$ cat src/rtl/core/stu_pkg.sv
// ----------------------------------------------------------------------------
// stu_pkg: shared types and constants for the size-to-scaled-unit block
// Sequencer states, divider control/status bundles and fixed constants.
// ----------------------------------------------------------------------------
package stu_pkg;

   // width of the working value and of the byte-serial divider
   localparam int DIV_W     = 80;
   localparam int DIV_BYTES = DIV_W / 8;

   // unit bases, wide enough for a one-bit-grown partial remainder
   localparam logic [10:0] BASE_DEC = 11'd1000;
   localparam logic [10:0] BASE_BIN = 11'd1024;

   // reported order once the scale leaves the known units
   localparam logic [3:0] ORDER_UNKNOWN = 4'd9;

   // fraction scaling: rem * 1000 / 1024, then /10 or /100 by reciprocal
   localparam logic [19:0] FRAC_SCALE    = 20'd1000;
   localparam logic [17:0] TENTH_MUL     = 18'd205;
   localparam logic [17:0] HUNDREDTH_MUL = 18'd41;

   typedef enum logic [3:0] {
      ST_IDLE,
      ST_LIMIT,
      ST_CHK1,
      ST_DIV1,
      ST_MUL0,
      ST_MUL1,
      ST_MUL2,
      ST_ADD_GO,
      ST_DIVA,
      ST_CHK3,
      ST_DIV3,
      ST_FRAC1,
      ST_FRAC2
   } stu_state_type;

   typedef struct packed {
      logic start;
      logic binary;
   } stu_div_ctrl_type;

   typedef struct packed {
      logic done;
   } stu_div_stat_type;

endpackage

$ cat src/rtl/core/stu_div.sv
// ----------------------------------------------------------------------------
// stu_div: byte-serial divider by the unit base
// Divides an 80-bit value by 1000 or 1024, eight quotient bits per cycle,
// starting at the highest nonzero byte. Quotient is built in place.
// ----------------------------------------------------------------------------
module stu_div (
   input  logic                       clock,
   input  logic                       reset,
   input  stu_pkg::stu_div_ctrl_type  div_ctrl,
   input  logic [stu_pkg::DIV_W-1:0]  div_dividend,
   output logic [stu_pkg::DIV_W-1:0]  div_quotient,
   output logic [9:0]                 div_remainder,
   output stu_pkg::stu_div_stat_type  div_stat
);
   import stu_pkg::*;

   logic [DIV_W-1:0] work_ff, work_in;
   logic [9:0]       part_ff, part_in;
   logic [3:0]       idx_ff, idx_in;
   logic             busy_ff, busy_in;
   logic             done_ff, done_in;

   logic [3:0]       top_idx;
   logic [10:0]      divisor;
   logic [7:0]       cur_byte;
   logic [7:0]       q_byte;
   logic [9:0]       step_rem;

   assign divisor  = div_ctrl.binary ? BASE_BIN : BASE_DEC;
   assign cur_byte = work_ff[{idx_ff, 3'b000} +: 8];

   // find the highest nonzero byte of the incoming dividend
   always_comb begin
      top_idx = '0;
      for (int i = 0; i < DIV_BYTES; i++) begin
         if (|div_dividend[i*8 +: 8]) begin
            top_idx = 4'(i);
         end
      end
   end

   // eight restoring compare-subtract steps on the current byte
   always_comb begin
      logic [10:0] r;
      r = {1'b0, part_ff};
      for (int b = 7; b >= 0; b--) begin
         r = {r[9:0], cur_byte[b]};
         if (r >= divisor) begin
            r         = r - divisor;
            q_byte[b] = 1'b1;
         end else begin
            q_byte[b] = 1'b0;
         end
      end
      step_rem = r[9:0];
   end

   // load on start, then walk down one byte per cycle
   always_comb begin
      work_in = work_ff;
      part_in = part_ff;
      idx_in  = idx_ff;
      busy_in = busy_ff;
      done_in = 1'b0;
      if (div_ctrl.start) begin
         work_in = div_dividend;
         part_in = '0;
         idx_in  = top_idx;
         busy_in = 1'b1;
      end else if (busy_ff) begin
         work_in[{idx_ff, 3'b000} +: 8] = q_byte;
         part_in = step_rem;
         if (idx_ff == '0) begin
            busy_in = 1'b0;
            done_in = 1'b1;
         end else begin
            idx_in = idx_ff - 4'd1;
         end
      end
   end

   always_ff @(posedge clock) begin
      work_ff <= work_in;
      part_ff <= part_in;
      idx_ff  <= idx_in;
      if (reset) begin
         busy_ff <= 1'b0;
         done_ff <= 1'b0;
      end else begin
         busy_ff <= busy_in;
         done_ff <= done_in;
      end
   end

   assign div_quotient  = work_ff;
   assign div_remainder = part_ff;
   assign div_stat.done = done_ff;

endmodule

$ cat src/rtl/core/size_to_scaled_unit.sv
// ----------------------------------------------------------------------------
// size_to_scaled_unit: scale count * block size to a power of 1000 or 1024
// Reduces the count, forms the exact product, normalizes it below the base
// and splits it into whole part, truncated fraction digits and unit order.
// ----------------------------------------------------------------------------
// Latency: a zero count skips the arithmetic; otherwise the time grows with
//   the significant dividend bytes of each division by the base, the carry
//   division included, as the byte-serial divider walks them one by one.
// Throughput: one item at a time; req_ready is high only while idle, and
//   a finished result waits in the output register while the next is taken.
// Reset: synchronous, clears the sequencer, rsp_valid and unit_base (1000).
module size_to_scaled_unit (
   input  logic        clock,
   input  logic        reset,
   input  logic        req_valid,
   output logic        req_ready,
   input  logic [63:0] req_block_count,
   input  logic [31:0] req_block_bytes,
   output logic        rsp_valid,
   input  logic        rsp_ready,
   output logic [9:0]  rsp_whole_part,
   output logic [6:0]  rsp_fraction_value,
   output logic [1:0]  rsp_fraction_digits,
   output logic [3:0]  rsp_unit_order,
   input  logic        csr_wr_en,
   input  logic        csr_wr_data
);
   import stu_pkg::*;

   stu_state_type state_ff, state_in;

   logic             base_ff, base_in;
   logic [63:0]      size_ff, size_in;
   logic [31:0]      blk_ff, blk_in;
   logic [41:0]      limit_ff, limit_in;
   logic [DIV_W-1:0] n_ff, n_in;
   logic [41:0]      mr_ff, mr_in;
   logic [9:0]       rem_ff, rem_in;
   logic [9:0]       v_ff, v_in;
   logic [3:0]       order_ff, order_in;
   logic             zero_ff, zero_in;

   logic             rsp_valid_ff, rsp_valid_in;
   logic [9:0]       whole_ff, whole_in;
   logic [6:0]       fval_ff, fval_in;
   logic [1:0]       fdig_ff, fdig_in;
   logic [3:0]       uord_ff, uord_in;

   stu_div_ctrl_type div_ctrl;
   stu_div_stat_type div_stat;
   logic [DIV_W-1:0] div_dividend;
   logic [DIV_W-1:0] div_quotient;
   logic [9:0]       div_remainder;

   logic [31:0]      mul_a, mul_b;
   logic [63:0]      mul_p;
   logic [10:0]      base_val;
   logic             req_xfer;
   logic             out_free;
   logic             size_gt;
   logic             n_ge;
   logic [3:0]       order_inc;
   logic [19:0]      frac_scaled;
   logic [17:0]      tenth_p;
   logic [17:0]      hund_p;
   logic [1:0]       digits;

   assign base_val  = base_ff ? BASE_BIN : BASE_DEC;
   assign req_xfer  = req_valid && req_ready;
   assign out_free  = !rsp_valid_ff || rsp_ready;
   assign size_gt   = size_ff > {22'd0, limit_ff};
   assign n_ge      = n_ff >= {{(DIV_W-11){1'b0}}, base_val};
   assign order_inc = (order_ff == ORDER_UNKNOWN) ? ORDER_UNKNOWN : order_ff + 4'd1;

   // shared 32x32 multiplier
   assign mul_p = mul_a * mul_b;

   // fraction helpers: scale binary remainder, then reciprocal /10 and /100
   assign frac_scaled = {10'd0, rem_ff} * FRAC_SCALE;
   assign tenth_p     = {8'd0, v_ff} * TENTH_MUL;
   assign hund_p      = {8'd0, v_ff} * HUNDREDTH_MUL;

   // shown fraction digit count from the whole part
   always_comb begin
      priority if (zero_ff)              digits = 2'd0;
      else if (n_ff[9:0] < 10'd10)       digits = 2'd2;
      else if (n_ff[9:0] < 10'd100)      digits = 2'd1;
      else                               digits = 2'd0;
   end

   stu_div u_div (
      .clock         (clock),
      .reset         (reset),
      .div_ctrl      (div_ctrl),
      .div_dividend  (div_dividend),
      .div_quotient  (div_quotient),
      .div_remainder (div_remainder),
      .div_stat      (div_stat)
   );

   // next state
   always_comb begin
      state_in = state_ff;
      unique case (state_ff)
         ST_IDLE: begin
            if (req_xfer) begin
               state_in = (req_block_count == 64'd0) ? ST_FRAC1 : ST_LIMIT;
            end
         end
         ST_LIMIT:  state_in = ST_CHK1;
         ST_CHK1:   state_in = size_gt ? ST_DIV1 : ST_MUL0;
         ST_DIV1:   if (div_stat.done) state_in = ST_CHK1;
         ST_MUL0:   state_in = ST_MUL1;
         ST_MUL1:   state_in = ST_MUL2;
         ST_MUL2:   state_in = ST_ADD_GO;
         ST_ADD_GO: state_in = ST_DIVA;
         ST_DIVA:   if (div_stat.done) state_in = ST_CHK3;
         ST_CHK3:   state_in = n_ge ? ST_DIV3 : ST_FRAC1;
         ST_DIV3:   if (div_stat.done) state_in = ST_CHK3;
         ST_FRAC1:  state_in = ST_FRAC2;
         ST_FRAC2:  if (out_free) state_in = ST_IDLE;
         default:   state_in = ST_IDLE;
      endcase
   end

   // sequencer outputs: handshake, multiplier operands, divider start
   always_comb begin
      req_ready       = 1'b0;
      mul_a           = '0;
      mul_b           = '0;
      div_ctrl.start  = 1'b0;
      div_ctrl.binary = base_ff;
      div_dividend    = n_ff;
      unique case (state_ff)
         ST_IDLE:  req_ready = 1'b1;
         ST_LIMIT: begin
            mul_a = blk_ff;
            mul_b = {21'd0, base_val};
         end
         ST_CHK1: begin
            div_ctrl.start = size_gt;
            div_dividend   = {16'd0, size_ff};
         end
         ST_MUL0: begin
            mul_a = size_ff[31:0];
            mul_b = blk_ff;
         end
         ST_MUL1: begin
            mul_a = size_ff[63:32];
            mul_b = blk_ff;
         end
         ST_MUL2: begin
            mul_a = {22'd0, rem_ff};
            mul_b = blk_ff;
         end
         ST_ADD_GO: begin
            div_ctrl.start = 1'b1;
            div_dividend   = {38'd0, mr_ff};
         end
         ST_CHK3:  div_ctrl.start = n_ge;
         default: ;
      endcase
   end

   // datapath updates
   always_comb begin
      base_in      = csr_wr_en ? csr_wr_data : base_ff;
      size_in      = size_ff;
      blk_in       = blk_ff;
      limit_in     = limit_ff;
      n_in         = n_ff;
      mr_in        = mr_ff;
      rem_in       = rem_ff;
      v_in         = v_ff;
      order_in     = order_ff;
      zero_in      = zero_ff;
      whole_in     = whole_ff;
      fval_in      = fval_ff;
      fdig_in      = fdig_ff;
      uord_in      = uord_ff;
      rsp_valid_in = rsp_ready ? 1'b0 : rsp_valid_ff;
      unique case (state_ff)
         ST_IDLE: begin
            if (req_xfer) begin
               size_in  = req_block_count;
               blk_in   = req_block_bytes;
               n_in     = '0;
               rem_in   = '0;
               order_in = '0;
               zero_in  = (req_block_count == 64'd0);
            end
         end
         ST_LIMIT: limit_in = mul_p[41:0];
         ST_DIV1: begin
            if (div_stat.done) begin
               size_in  = div_quotient[63:0];
               rem_in   = div_remainder;
               order_in = order_inc;
            end
         end
         // low partial product, then high one shifted up a word
         ST_MUL0: n_in  = {16'd0, mul_p};
         ST_MUL1: n_in  = n_ff + {mul_p[47:0], 32'd0};
         ST_MUL2: mr_in = mul_p[41:0];
         // carry the scaled remainder's whole units into the product
         ST_DIVA: begin
            if (div_stat.done) begin
               n_in   = n_ff + div_quotient;
               rem_in = div_remainder;
            end
         end
         ST_DIV3: begin
            if (div_stat.done) begin
               n_in     = div_quotient;
               rem_in   = div_remainder;
               order_in = order_inc;
            end
         end
         ST_FRAC1: v_in = base_ff ? frac_scaled[19:10] : rem_ff;
         ST_FRAC2: begin
            if (out_free) begin
               rsp_valid_in = 1'b1;
               whole_in     = n_ff[9:0];
               fdig_in      = digits;
               uord_in      = order_ff;
               unique case (digits)
                  2'd2:    fval_in = tenth_p[17:11];
                  2'd1:    fval_in = {3'd0, hund_p[15:12]};
                  default: fval_in = '0;
               endcase
            end
         end
         default: ;
      endcase
   end

   always_ff @(posedge clock) begin
      size_ff  <= size_in;
      blk_ff   <= blk_in;
      limit_ff <= limit_in;
      n_ff     <= n_in;
      mr_ff    <= mr_in;
      rem_ff   <= rem_in;
      v_ff     <= v_in;
      order_ff <= order_in;
      zero_ff  <= zero_in;
      whole_ff <= whole_in;
      fval_ff  <= fval_in;
      fdig_ff  <= fdig_in;
      uord_ff  <= uord_in;
      if (reset) begin
         state_ff     <= ST_IDLE;
         base_ff      <= 1'b0;
         rsp_valid_ff <= 1'b0;
      end else begin
         state_ff     <= state_in;
         base_ff      <= base_in;
         rsp_valid_ff <= rsp_valid_in;
      end
   end

   assign rsp_valid           = rsp_valid_ff;
   assign rsp_whole_part      = whole_ff;
   assign rsp_fraction_value  = fval_ff;
   assign rsp_fraction_digits = fdig_ff;
   assign rsp_unit_order      = uord_ff;

endmodule

$ cat config.mk
export PLATFORM = sky130hd
export DESIGN_NAME = size_to_scaled_unit
export DESIGN_NICKNAME = d
export VERILOG_FILES = /design/src/rtl/core/stu_pkg.sv /design/src/rtl/core/stu_div.sv /design/src/rtl/core/size_to_scaled_unit.sv
export SDC_FILE = /design/constraint.sdc
export NUM_CORES = 2
export LEC_CHECK = 0
export ABC_AREA = 0
export BUFFER_PORTS_ARGS = -buffer_cell sky130_fd_sc_hd__buf_4
export CAP_MARGIN = 20
export CELL_PAD_IN_SITES_DETAIL_PLACEMENT = 0
export CELL_PAD_IN_SITES_GLOBAL_PLACEMENT = 1
export CORE_ASPECT_RATIO = 2
export CORE_UTILIZATION = 52
export CTS_CLUSTER_SIZE = 25
export DETAILED_ROUTE_END_ITERATION = 8
export PLACE_DENSITY = 0.91
export SYNTH_ARGS = -nofsm -noshare
export SYNTH_HDL_FRONTEND = slang
export SYNTH_HIERARCHICAL = 1
export SYNTH_SLANG_ARGS = --single-unit
$ cat constraint.sdc
create_clock -name clock -period 22.7 [get_ports clock]
set_clock_uncertainty 0.1 [all_clocks]
set_input_delay 0 -clock clock [delete_from_list [all_inputs] [get_ports clock]]
set_output_delay 0 -clock clock [all_outputs]
set_load 0.02 [all_outputs]
==> flow_metrics.env <==
export IMPL_status="complete, but fails checks"
export IMPL_violations="negative hold slack"
export IMPL_stdcell_area_mm2=0.0731
export IMPL_syn_area_mm2=0.0669
export IMPL_htreeDepth=2
export IMPL_finalSetupViolations=0
export IMPL_combPwrFrac_pct=80.1
export IMPL_cts_path_max_buffers=3
export IMPL_rows=185
export IMPL_avgSynthCellArea_um2=9.02
export IMPL_path_clk_slew_ns=0.08
export IMPL_critPathMaxStageDelay_ns=0.90
export IMPL_synthArstFlopShare_pct=0
export IMPL_wl_mm=315
export IMPL_stdcell_count=9262
export IMPL_num_vias=61000
export IMPL_p_sw_mw=5.20
export IMPL_hold_path_class="primary input to register"
export IMPL_cp_data_arrival_time_ns=20.86
export IMPL_grt_setup_unrepaired="false"
export IMPL_final_max_slew_violation_count=0
export IMPL_critPathRequiredTime_ns=23.19
export IMPL_buffer_ports_inserted=126
export IMPL_critPathKind="register to register"
export IMPL_synthCells=7412
export IMPL_timing_max_cap_violations=0
export IMPL_placed_cells=9035
export IMPL_globalRouteOverflowTotal=0
export IMPL_switching_share_pct=54.4
export IMPL_slowest_stage="edfxtp_1"
export IMPL_post_route_period_util_pct=89.7
export IMPL_antenna_found_initial=34
export IMPL_seqPwrFrac_pct=11.1
export IMPL_p_leak_nw=32.5
export IMPL_holdWs_ns=-0.00515
export IMPL_cts_made_buffers=44
export IMPL_ir_worst_vdd_mv=0.683
export IMPL_min_period_ns=20.37
export IMPL_yosysMostFrequentCell="inv_1"
export IMPL_drt_wirelength_per_cell_um=34.1
export IMPL_power_density_mw_per_mm2=131
export IMPL_synthTopCellsByArea="fa_1, edfxtp_1, ha_1"
export IMPL_cts_num_sinks=410
export IMPL_synth_edf_count=392
export IMPL_yosys_area_top_type="fa_1"
export IMPL_start_util_pct=52.5
export IMPL_cts_tree="yes"
export IMPL_final_layout_size_suffix_gt1_share_pct=8.52
export IMPL_start_kind="register"
export IMPL_worst_pin_slew_ns=1.27
export IMPL_grt_pass1_wl_mm=452
export IMPL_core_area_mm2=0.127
export IMPL_end_kind="register"
export IMPL_drc_errors=0
export IMPL_ys_flop_type="edfxtp_1"
export IMPL_ys_top_cells_by_count="inv_1, fa_1, nor2_1"
export IMPL_relSlewSlack_pct=14.7
export IMPL_first_pass_iters=9
export IMPL_fp_dieArea_mm2=0.130
export IMPL_grt_pass1_vias=63800
export IMPL_gp_congestion=1.12
export IMPL_ctsRootBufferMaster="clkbuf_16"
export IMPL_nets=9192
export IMPL_clockPowerShare_pct=8.8
export IMPL_place_hpwl_mm=246
export IMPL_post_dp_cell_area_mm2=0.0702
export IMPL_clock_fmax_mhz=49.1
export IMPL_die_height_um=509
export IMPL_internal_power_mw=4.36
export IMPL_fin_util_pct=57.4
export IMPL_syn_nets=9090
export IMPL_die_width_um=256
export IMPL_timing_final_hold_violations=1
export IMPL_synth_seq_cells=410
export IMPL_grt_max_degree=96
export IMPL_yosysUniqueCellTypes=109
export IMPL_cpMostUsedCell="ha_1"
export IMPL_insertion_delay_ns=0.68
export IMPL_synth_warnings=6
export IMPL_ant_nets=0
export IMPL_grt_usage_pct=49.4
export IMPL_syn2layout_area_growth_pct=9.34
export IMPL_drtIter0Drc=6355
export IMPL_crit_fanout=19
export IMPL_setup_tns_final_ns=0
export IMPL_ios=127
export IMPL_synth_top_area_share_pct=28.4
export IMPL_synth_seq_area_share_pct=18.1
export IMPL_viasPerCell=6.58
-- state kept, by name, indices dropped and copies added (netlist names), 7 cells and up --
name,cells
n_ff,80
u_div/div_quotient,80
size_ff,64
limit_ff,42
mr_ff,42
blk_ff,32
rem_ff,10
rsp_whole_part,10
u_div/div_remainder,10
v_ff,10
rsp_fraction_value,7
-- timing repair --
| item | in CTS | in global routing |
|---|---|---|
| hold buffers | 103 | 2 |
| gates resized for setup | 0 | 0 |
| buffers inserted | 0 | 0 |
| hold endpoints to repair | 105 | 2 |
-- cell families (layout without fill, tap and decap cells) --
kind of cell	after synthesis	in the layout	share of synthesized area (%)
buf+inv	1530	1668	8.63
mux	129	129	2.34
flops	410	410	18.1
simple gates	2227	2227	14.5
compound gates	1312	1312	13.2
other cells	0	29	0
fa+ha+maj	1576	1576	40.1
xor+xnor	228	228	3.00
-- path summary, 6_finish.rpt --
kind	slack [ns]	end	cells past startpoint	startpoint
worst max-delay path	2.33	u_div/div_remainder[4]	74	u_div/idx_ff[0]
worst max register to register	2.33	u_div/div_remainder[4]	74	u_div/idx_ff[0]
worst min register to register	0.44	rsp_unit_order[3]	0	order_ff[3]
worst min-delay path	-0.005	blk_ff[29]	2	req_block_bytes[29]
-- area by class of cell --
cell class,instances,area (um^2)
fillers,11600,54200
multi-input cells,5472,49400
flip-flops and latches,410,12100
inverters,1164,4370
repair buffers,422,3470
well taps,1683,2110
clock buffers,49,1160
clock inverters,33,444
diodes,29,72.6
-- per-layer routing --
layer / wire (um) / global-route usage, % / share of wire (%)
met1: 91600 / 46.6 / 29
met2: 144000 / 78.9 / 46
met3: 31600 / 16.2 / 10
met4: 48000 / 58.3 / 15
met5: 147 / 0 / 0.047
-- power groups by stage --
| stage | logic, mW | registers, mW | clock network (mW) |
|---|---|---|---|
| CTS | 7.55 | 1.05 | 0.836 |
| finish | 7.65 | 1.06 | 0.846 |
| global route | 8.16 | 1.06 | 0.863 |
| detailed placement | 7.49 | 1.06 | 0 |
| global placement | 7.45 | 1.06 | 0 |
| floorplan | 4.67 | 0.990 | 0 |
-- critical path: cells and delay by family (launching register included) --
kind | cells | cell delay [ns]
AO/OA/AOI/OAI | 24 | 6.24
adder cells (fa/ha/maj) | 7 | 2.55
buffers and inverters | 7 | 1.66
flip-flops | 1 | 0.90
multiplexers | 6 | 2.52
AND/OR/NAND/NOR | 30 | 6.22
-- per-stage QoR --
stage	worst slack [ns]	total power, mW
final	2.33	9.56
after global routing	1.05	10.1
after CTS	2.28	9.43
after detailed placement	2.37	8.56
after global placement	2.29	8.52
after floorplan	5.41	5.66
-- cell usage in the layout, fill, tap and decap left out, types with 45 or more instances in the layout --
master	Yosys	routed
a21o_1	169	168
a22o_1	47	47
edfxtp_1	392	392
nand3_1	77	77
clkbuf_16	0	45
nor3_1	48	45
nand4_1	72	72
o21bai_1	57	57
fa_1	948	948
xnor2_1	143	131
o21ai_0	288	285
nand2_1	747	737
and2_1	73	63
a21oi_1	287	279
nor2_1	930	921
mux2_2	92	92
buf_4	2	306
and3_1	49	47
ha_1	628	628
xor2_1	84	77
nor4_1	61	59
a22oi_1	121	121
inv_1	1164	1164
dlygate4sd3_1	0	105
No activity file was read; power rests on OpenSTA's default activity.
